## config.mk

```make
export PLATFORM = sky130hd
export DESIGN_NAME = weighted_k_median_line_search
export DESIGN_NICKNAME = d
export VERILOG_FILES = /design/src/hw/rtl/wkm_pkg.sv /design/src/hw/rtl/wkm_city_mem.sv /design/src/hw/rtl/weighted_k_median_line_search.sv
export SDC_FILE = /design/constraint.sdc
export NUM_CORES = 2
export LEC_CHECK = 0
export ABC_AREA = 1
export BUFFER_PORTS_ARGS = -buffer_cell sky130_fd_sc_hd__buf_4
export CORE_ASPECT_RATIO = 1.5
export CORE_MARGIN = 2
export CORE_UTILIZATION = 35
export CTS_CLUSTER_DIAMETER = 150
export CTS_CLUSTER_SIZE = 14
export DETAILED_ROUTE_END_ITERATION = 8
export PLACE_DENSITY = 0.62
export SLEW_MARGIN = 20
export SYNTH_ARGS = -nofsm -noshare
export SYNTH_HDL_FRONTEND = slang
export SYNTH_HIERARCHICAL = 1
export SYNTH_SLANG_ARGS = --single-unit
```

## constraint.sdc

```tcl
create_clock -name clk_i -period 5.7 [get_ports clk_i]
set_input_delay 1.14 -clock clk_i [delete_from_list [all_inputs] [get_ports clk_i]]
set_output_delay 1.14 -clock clk_i [all_outputs]
set_load 0.02 [all_outputs]
```

## src/hw/rtl/wkm_pkg.sv

```systemverilog
package wkm_pkg;

  localparam int unsigned SumW = 36;
  localparam logic [SumW-1:0] SumMax = {SumW{1'b1}};

  localparam logic ModeLoad  = 1'b0;
  localparam logic ModeStart = 1'b1;

  typedef struct packed {
    logic        mode;
    logic [15:0] population;
    logic [15:0] position;
  } wkm_in_t;

  typedef struct packed {
    logic [3:0]      site_index;
    logic [SumW-1:0] best_sum;
    logic            no_solution;
    logic            last;
  } wkm_out_t;

endpackage

```

## src/hw/rtl/wkm_city_mem.sv

```systemverilog
module wkm_city_mem import wkm_pkg::*; #(
  parameter int unsigned AW = 4
) (
  input  logic          clk_i,
  input  logic          we_i,
  input  logic [AW-1:0] waddr_i,
  input  logic [31:0]   wdata_i,
  input  logic [AW-1:0] raddr_i,
  output logic [31:0]   rdata_o
);

  logic [31:0] mem_q [2**AW];

  always_ff @(posedge clk_i) begin
    if (we_i) begin
      mem_q[waddr_i] <= wdata_i;
    end
    rdata_o <= mem_q[raddr_i];
  end

endmodule

```

## src/hw/rtl/weighted_k_median_line_search.sv

```systemverilog
// Weighted k-median search over cities on a line.
// The input channel carries beats of type wkm_in_t. A load beat (mode 0)
// stores one city in the city memory; beats beyond the memory depth are
// dropped. A start beat (mode 1) runs the exhaustive search over every
// ascending k-subset of the loaded cities and clears the city count.
// k comes from the configuration register (reset value 1), written through
// cfg_we_i/cfg_wdata_i while the block is idle; the user is bound to that,
// as the block itself does not enforce it. The search is sequenced through
// the one read port of the city memory: per subset and per city, StCity
// and StCwait read the city, StSite and StSwait read and compare each site
// until the distance grows again, and StAcc, StMul and StNext weigh, add
// and advance. Results then leave as k beats of type wkm_out_t, the last
// one flagged; an invalid k gives one beat with no_solution set.
// The output register holds its beat while out_stall_i is high, and the
// block takes no input beat until the results are all gone.
// Reset clears the city count, the sequencer and the output valid; the
// memory contents are undefined until loaded.
module weighted_k_median_line_search import wkm_pkg::*; #(
  parameter int unsigned MAX_CITIES = 16,
  parameter int unsigned MAX_SITES  = 8
) (
  input  logic     clk_i,
  input  logic     rst_ni,
  input  logic     cfg_we_i,
  input  logic [3:0] cfg_wdata_i,
  input  logic     in_valid_i,
  output logic     in_stall_o,
  input  wkm_in_t  in_data_i,
  output logic     out_valid_o,
  input  logic     out_stall_i,
  output wkm_out_t out_data_o
);

  localparam int unsigned AW = (MAX_CITIES > 1) ? $clog2(MAX_CITIES) : 1;
  localparam int unsigned CW = $clog2(MAX_CITIES + 1);
  localparam int unsigned SW = (MAX_SITES > 1) ? $clog2(MAX_SITES) : 1;
  localparam int unsigned KW = $clog2(MAX_SITES + 1);

  localparam logic [3:0] StIdle  = 4'd0;
  localparam logic [3:0] StCity  = 4'd1;
  localparam logic [3:0] StCwait = 4'd2;
  localparam logic [3:0] StSite  = 4'd3;
  localparam logic [3:0] StSwait = 4'd4;
  localparam logic [3:0] StAcc   = 4'd5;
  localparam logic [3:0] StMul   = 4'd6;
  localparam logic [3:0] StNext  = 4'd7;
  localparam logic [3:0] StEmit  = 4'd8;
  localparam logic [3:0] StFail  = 4'd9;

  logic [3:0]    state_q, state_d;
  logic [3:0]    k_q;
  logic [CW-1:0] count_q;
  logic [CW-1:0] n_q;
  logic [KW-1:0] kk_q;
  logic [AW-1:0] cur_q  [MAX_SITES];
  logic [AW-1:0] best_q [MAX_SITES];
  logic [SumW:0] best_sum_q;
  logic [SumW:0] total_q;
  logic [AW-1:0] city_q;
  logic [15:0]   cpos_q, cpop_q;
  logic [SW-1:0] j_q;
  logic [16:0]   near_q, prev_q;
  logic [31:0]   prod_q;
  logic [SW-1:0] emit_q;
  logic          ovalid_q;
  wkm_out_t      odata_q;

  logic          mem_we;
  logic [AW-1:0] mem_raddr;
  logic [31:0]   mem_rdata;
  logic          accept;

  assign accept     = in_valid_i && (state_q == StIdle) && !ovalid_q;
  assign in_stall_o = (state_q != StIdle) || ovalid_q;
  assign mem_we     = accept && (in_data_i.mode == ModeLoad)
                      && (count_q < CW'(MAX_CITIES));

  always_comb begin
    mem_raddr = city_q;
    if (state_q == StSite) begin
      mem_raddr = cur_q[j_q];
    end
  end

  wkm_city_mem #(.AW(AW)) u_mem (
    .clk_i   (clk_i),
    .we_i    (mem_we),
    .waddr_i (count_q[AW-1:0]),
    .wdata_i ({in_data_i.population, in_data_i.position}),
    .raddr_i (mem_raddr),
    .rdata_o (mem_rdata)
  );

  logic [16:0] site_dist;
  assign site_dist = (mem_rdata[15:0] >= cpos_q) ? 17'(mem_rdata[15:0] - cpos_q)
                                                 : 17'(cpos_q - mem_rdata[15:0]);

  // Subset advance: find rightmost index that can still grow.
  logic          adv_ok;
  logic [AW-1:0] nxt [MAX_SITES];
  always_comb begin
    logic found;
    logic [AW:0] lim;
    found  = 1'b0;
    adv_ok = 1'b0;
    for (int i = 0; i < MAX_SITES; i++) nxt[i] = cur_q[i];
    for (int i = MAX_SITES - 1; i >= 0; i--) begin
      lim = (AW+1)'(n_q) - (AW+1)'(kk_q) + (AW+1)'(i);
      if (!found && (KW'(i) < kk_q) && ((AW+1)'(cur_q[i]) < lim)) begin
        found  = 1'b1;
        adv_ok = 1'b1;
        nxt[i] = cur_q[i] + 1'b1;
        for (int m = i + 1; m < MAX_SITES; m++) nxt[m] = nxt[i] + AW'(m - i);
      end
    end
  end

  logic [SumW:0] tsum;
  assign tsum = total_q + (SumW+1)'(prod_q);

  always_comb begin
    state_d = state_q;
    unique case (state_q)
      StIdle: if (accept && in_data_i.mode == ModeStart) begin
        if (k_q == 4'd0 || 32'(k_q) > MAX_SITES || CW'(k_q) > count_q)
          state_d = StFail;
        else
          state_d = StCity;
      end
      StCity:  state_d = StCwait;
      StCwait: state_d = StSite;
      StSite:  state_d = StSwait;
      StSwait: state_d = StSite;
      StAcc:   state_d = StMul;
      StMul:   state_d = StNext;
      StNext:  state_d = StCity;
      StEmit:  if (!ovalid_q || !out_stall_i)
                 if (KW'(emit_q) + 1'b1 == kk_q) state_d = StIdle;
      StFail:  if (!ovalid_q || !out_stall_i) state_d = StIdle;
      default: state_d = StIdle;
    endcase
    if (state_q == StSwait) begin
      if ((KW'(j_q) + 1'b1 == kk_q) || (j_q != '0 && site_dist > prev_q))
        state_d = StAcc;
    end
    if (state_q == StNext) begin
      if ((CW'(city_q) + 1'b1) == n_q && !adv_ok) state_d = StEmit;
    end
  end

  always_ff @(posedge clk_i or negedge rst_ni) begin
    if (!rst_ni) begin
      state_q  <= StIdle;
      k_q      <= 4'd1;
      count_q  <= '0;
      ovalid_q <= 1'b0;
    end else begin
      state_q <= state_d;
      if (cfg_we_i) k_q <= cfg_wdata_i;
      if (mem_we) count_q <= count_q + 1'b1;
      if (accept && in_data_i.mode == ModeStart) count_q <= '0;
      if (ovalid_q && !out_stall_i) ovalid_q <= 1'b0;
      if ((state_q == StEmit || state_q == StFail) && (!ovalid_q || !out_stall_i))
        ovalid_q <= 1'b1;
    end
  end

  always_ff @(posedge clk_i) begin
    unique case (state_q)
      StIdle: begin
        n_q        <= count_q;
        kk_q       <= KW'(k_q);
        city_q     <= '0;
        total_q    <= '0;
        emit_q     <= '0;
        best_sum_q <= '1;
        for (int i = 0; i < MAX_SITES; i++) cur_q[i] <= AW'(i);
      end
      StCwait: begin
        cpos_q <= mem_rdata[15:0];
        cpop_q <= mem_rdata[31:16];
        j_q    <= '0;
      end
      StSwait: begin
        prev_q <= site_dist;
        if (j_q == '0 || site_dist < near_q) near_q <= site_dist;
        j_q <= j_q + 1'b1;
      end
      StAcc: prod_q <= cpop_q * near_q[15:0];
      StMul: total_q <= (tsum > (SumW+1)'(SumMax)) ? (SumW+1)'(SumMax) : tsum;
      StNext: begin
        if ((CW'(city_q) + 1'b1) == n_q) begin
          city_q  <= '0;
          total_q <= '0;
          if (total_q <= best_sum_q) begin
            best_sum_q <= total_q;
            for (int i = 0; i < MAX_SITES; i++) best_q[i] <= cur_q[i];
          end
          for (int i = 0; i < MAX_SITES; i++) cur_q[i] <= nxt[i];
        end else begin
          city_q <= city_q + 1'b1;
        end
      end
      StEmit: if (!ovalid_q || !out_stall_i) begin
        odata_q.site_index  <= 4'(best_q[emit_q]);
        odata_q.best_sum    <= best_sum_q[SumW-1:0];
        odata_q.no_solution <= 1'b0;
        odata_q.last        <= (KW'(emit_q) + 1'b1 == kk_q);
        emit_q <= emit_q + 1'b1;
      end
      StFail: if (!ovalid_q || !out_stall_i) begin
        odata_q.site_index  <= '0;
        odata_q.best_sum    <= '0;
        odata_q.no_solution <= 1'b1;
        odata_q.last        <= 1'b1;
      end
      default: ;
    endcase
  end

  assign out_valid_o = ovalid_q;
  assign out_data_o  = odata_q;

  a_no_accept_busy: assert property (@(posedge clk_i) disable iff (!rst_ni)
    (state_q != StIdle) |-> !accept) else $error("beat accepted while busy");
  a_count_bound: assert property (@(posedge clk_i) disable iff (!rst_ni)
    count_q <= CW'(MAX_CITIES)) else $error("city count overflow");
  a_hold: assert property (@(posedge clk_i) disable iff (!rst_ni)
    (ovalid_q && out_stall_i) |=> ovalid_q && $stable(odata_q))
    else $error("output beat lost under stall");

endmodule

```

==> run summary <==
Slew @ Worst Pin: 1140 ps
share of cells above drive strength 1: 0.105
most used cell, CP: fa_1
CP Max Fanout: 6
Cell Rows: 172
Syn Area/Cell: 9.50 sq um
hold slack: 263 ps
Setup crit end kind: flop
critical path arrival: 6110 ps
commonest cells in the netlist: nand2_1, inv_1, edfxtp_1
Synth top area share: 0.473
CP Cell Sequence: buf_4, nand2_1, fa_1, inv_2, fa_1, inv_1, fa_1, inv_1, fa_1, inv_1, fa_1, inv_1, fa_1, ha_4, a21oi_4, o21a_1, nand2_1, nand2_1, nand3_2, a31o_4, a21oi_2, o21ai_1, xor2_1
via count: 36800
Root Driver: clkbuf_16
Initial Util: 0.352
Tcrit/Tclk final: 0.990
Finished Layout Cells: 7560
GRT Util Overall: 0.179
first-pass GRT wire length: 208000 um
CTS buffer count: 71
Placed Cells: 7394
Worst-Skew Late Latency: 720 ps
outcome: completed
reg2reg path depth: 23
cells after synthesis: 5402
DP HPWL: 93600 um
htree depth: 3
r2r startpoint: near_q[4]
crit start category: flop
CP bufs+invs: 6
Syn Nets: 5952
Routed WL: 135000 um
largest net degree at the start of global routing: 137
worst endpoint required time: 6160 ps
horizontal die dimension: 317 um
fin nets: 6141
largest stage delay on the critical path: 540 ps
min Tclk post-route: 5640 ps
io pins: 86
CP max-delay cell: fa_1
global route overflow: 0
critical path class: flop to flop
input/output buffers: 85
# fillers: 14300
die area: 150000 sq um
Max-Slew Margin vs Limit: 0.238
Fmax: 177 MHz
sequential area share after synthesis: 0.495
# DRC: 0
Hold WC Path Type: primary input to asynchronous set/reset pin
antenna-violating nets left: 0
flop-to-flop setup slack: 60 ps
Synth area leaders: edfxtp_1, nand2_1, fa_1, ha_1, inv_1
vias in the first global route: 36900
# setup viols final: 0
CTS tree: built
Distinct cells, synth: 64
die height: 473 um
Reg2Reg Capture Point: prod_q[28]
Max-Cap Viols: 0
routability cong.: 0.922
Slew Viols, Final: 0
Vias/cell: 4.87
CTS Buffer Depth: 3
cell area after synthesis: 51300 sq um
drt wl/cell: 17.9 um
Pre-antenna DRT Iters: 5
area leader, netlist: edfxtp_1
DRT iter0 DRCs: 2398
Post-synth EDFFs: 809
CP top delay family: adder cells
Syn-to-layout area delta: 12.9%
most frequent cell after synthesis: nand2_1
Seq cells post-synth: 861
Placeable Area: 146000 sq um
Syn. warnings: 6
fraction of registers with async set/reset: 0.0163
Clock Sinks: 861
RSZ-0062 raised after global routing: true
Worst Skew: 70.8 ps
Final Hold Vio Count: 0
Synth Flop Type: edfxtp_1
initial antenna violation count: 7
CTS clk-pin slew, worst paths: 70 ps
==> sequential cells by signal, summed over array words and instances, names as in the netlist, 16 cells and up, named ones only <==
name / flops
best_sum_q: 37
prod_q: 32
cpos_q: 16
cur_q: 32
cpop_q: 16
u_mem/rdata_o: 32
best_q: 32
total_q: 37
prev_q: 17
near_q: 17
out_data_o: 42
u_mem/mem_q: 512
==> worst max path at each step <==
stage / start / to / slack [ps] / cells past startpoint
after floorplan: near_q[6] / prod_q[28] / 20 / 24
after global placement: cpop_q[1] / prod_q[31] / -200 / 21
after detailed placement: cpop_q[1] / prod_q[31] / -200 / 21
after CTS: cpop_q[5] / prod_q[28] / -40 / 20
after global routing: near_q[1] / prod_q[28] / -150 / 22
final: near_q[4] / prod_q[28] / 60 / 23
==> worst reg2reg max path, stage by stage (launching register included) <==
cell      delay, ps
edfxtp_1        450
buf_4           150
nand2_1          60
fa_1            540
inv_2            50
fa_1            530
inv_1            50
fa_1            490
inv_1            50
fa_1            470
inv_1            50
fa_1            520
inv_1            50
fa_1            520
ha_4            230
a21oi_4         150
o21a_1          160
nand2_1          80
nand2_1          80
nand3_2         110
a31o_4          250
a21oi_2         140
o21ai_1          80
xor2_1          140
==> logic make-up after synthesis <==
logic type / after synthesis / synth area share
fa+ha+maj: 509 / 0.153
flops: 861 / 0.495
xor+xnor: 132 / 0.0227
mux: 7 / 0.00144
buf+inv: 1248 / 0.0983
simple gates: 2138 / 0.174
compound gates: 506 / 0.0552
other cells: 1 / 0.0000731
==> metrics by stage <==
step	worst slack, ps	setup TNS [ps]	util	area (sq um)
2_1_floorplan	19.4	0	-	51400
3_3_place_gp	-197	-700	0.377	55000
3_5_place_dp	-202	-1020	0.377	55000
4_1_cts	-40.8	-40.8	0.394	57500
5_1_grt	-149	-768	0.397	57900
6_report	58.4	0	0.397	57900
==> final cells by class <==
class                      instances  area, sq um  share of cell area
tap                             1914         2390              0.0413
multi-input combinational       3293        21500               0.371
clock inverter                     8          174             0.00300
sequential                       861        25400               0.438
clock buffer                     117         1950              0.0336
timing repair buffer             321         2620              0.0452
inverter                        1043         3930              0.0678
antenna                            3         7.51            0.000130
==> routing by layer <==
metal / share of wire / up-vias / global-route usage / wire (um)
li1: - / 17700 / - / -
met1: 0.39 / 17800 / 0.208 / 53100
met2: 0.52 / 974 / 0.326 / 70000
met3: 0.049 / 282 / 0.0260 / 6660
met4: 0.042 / 6 / 0.0761 / 5660
met5: 0.00030 / - / 0 / 40
==> cells in the final DEF (no fill, tap or decap), types with 13 or more instances in the layout <==
cell       count
xnor2_1       46
buf_4        290
inv_2         18
or2_2         40
a21oi_2       15
clkbuf_1      46
o21ai_1       16
nand2_1     1282
xor2_1        84
nor3_1        22
nand2_2       23
clkbuf_16     71
nand4_1       24
ha_1         297
nor2_1       221
nand3_1      459
buf_6         20
nor2_4        20
o21bai_1      14
dfrtp_1       13
a21oi_1      214
dfxtp_1       38
edfxtp_1     809
fa_1         193
inv_1       1019
a31oi_1       16
o21ai_0      140
==> timing repair <==
| action | 4_1_cts | 5_1_grt |
|---|---|---|
| setup buffers | 17 | 20 |
| gates cloned | 0 | 1 |
| setup endpoints to repair | 11 | 14 |
| hold buffers | 0 | 0 |
| resized for setup | 39 | 76 |
| pin swaps | 16 | 47 |
Power is not shown: default switching activity piles up to over one toggle a cycle in this logic, so the estimate is an artifact.
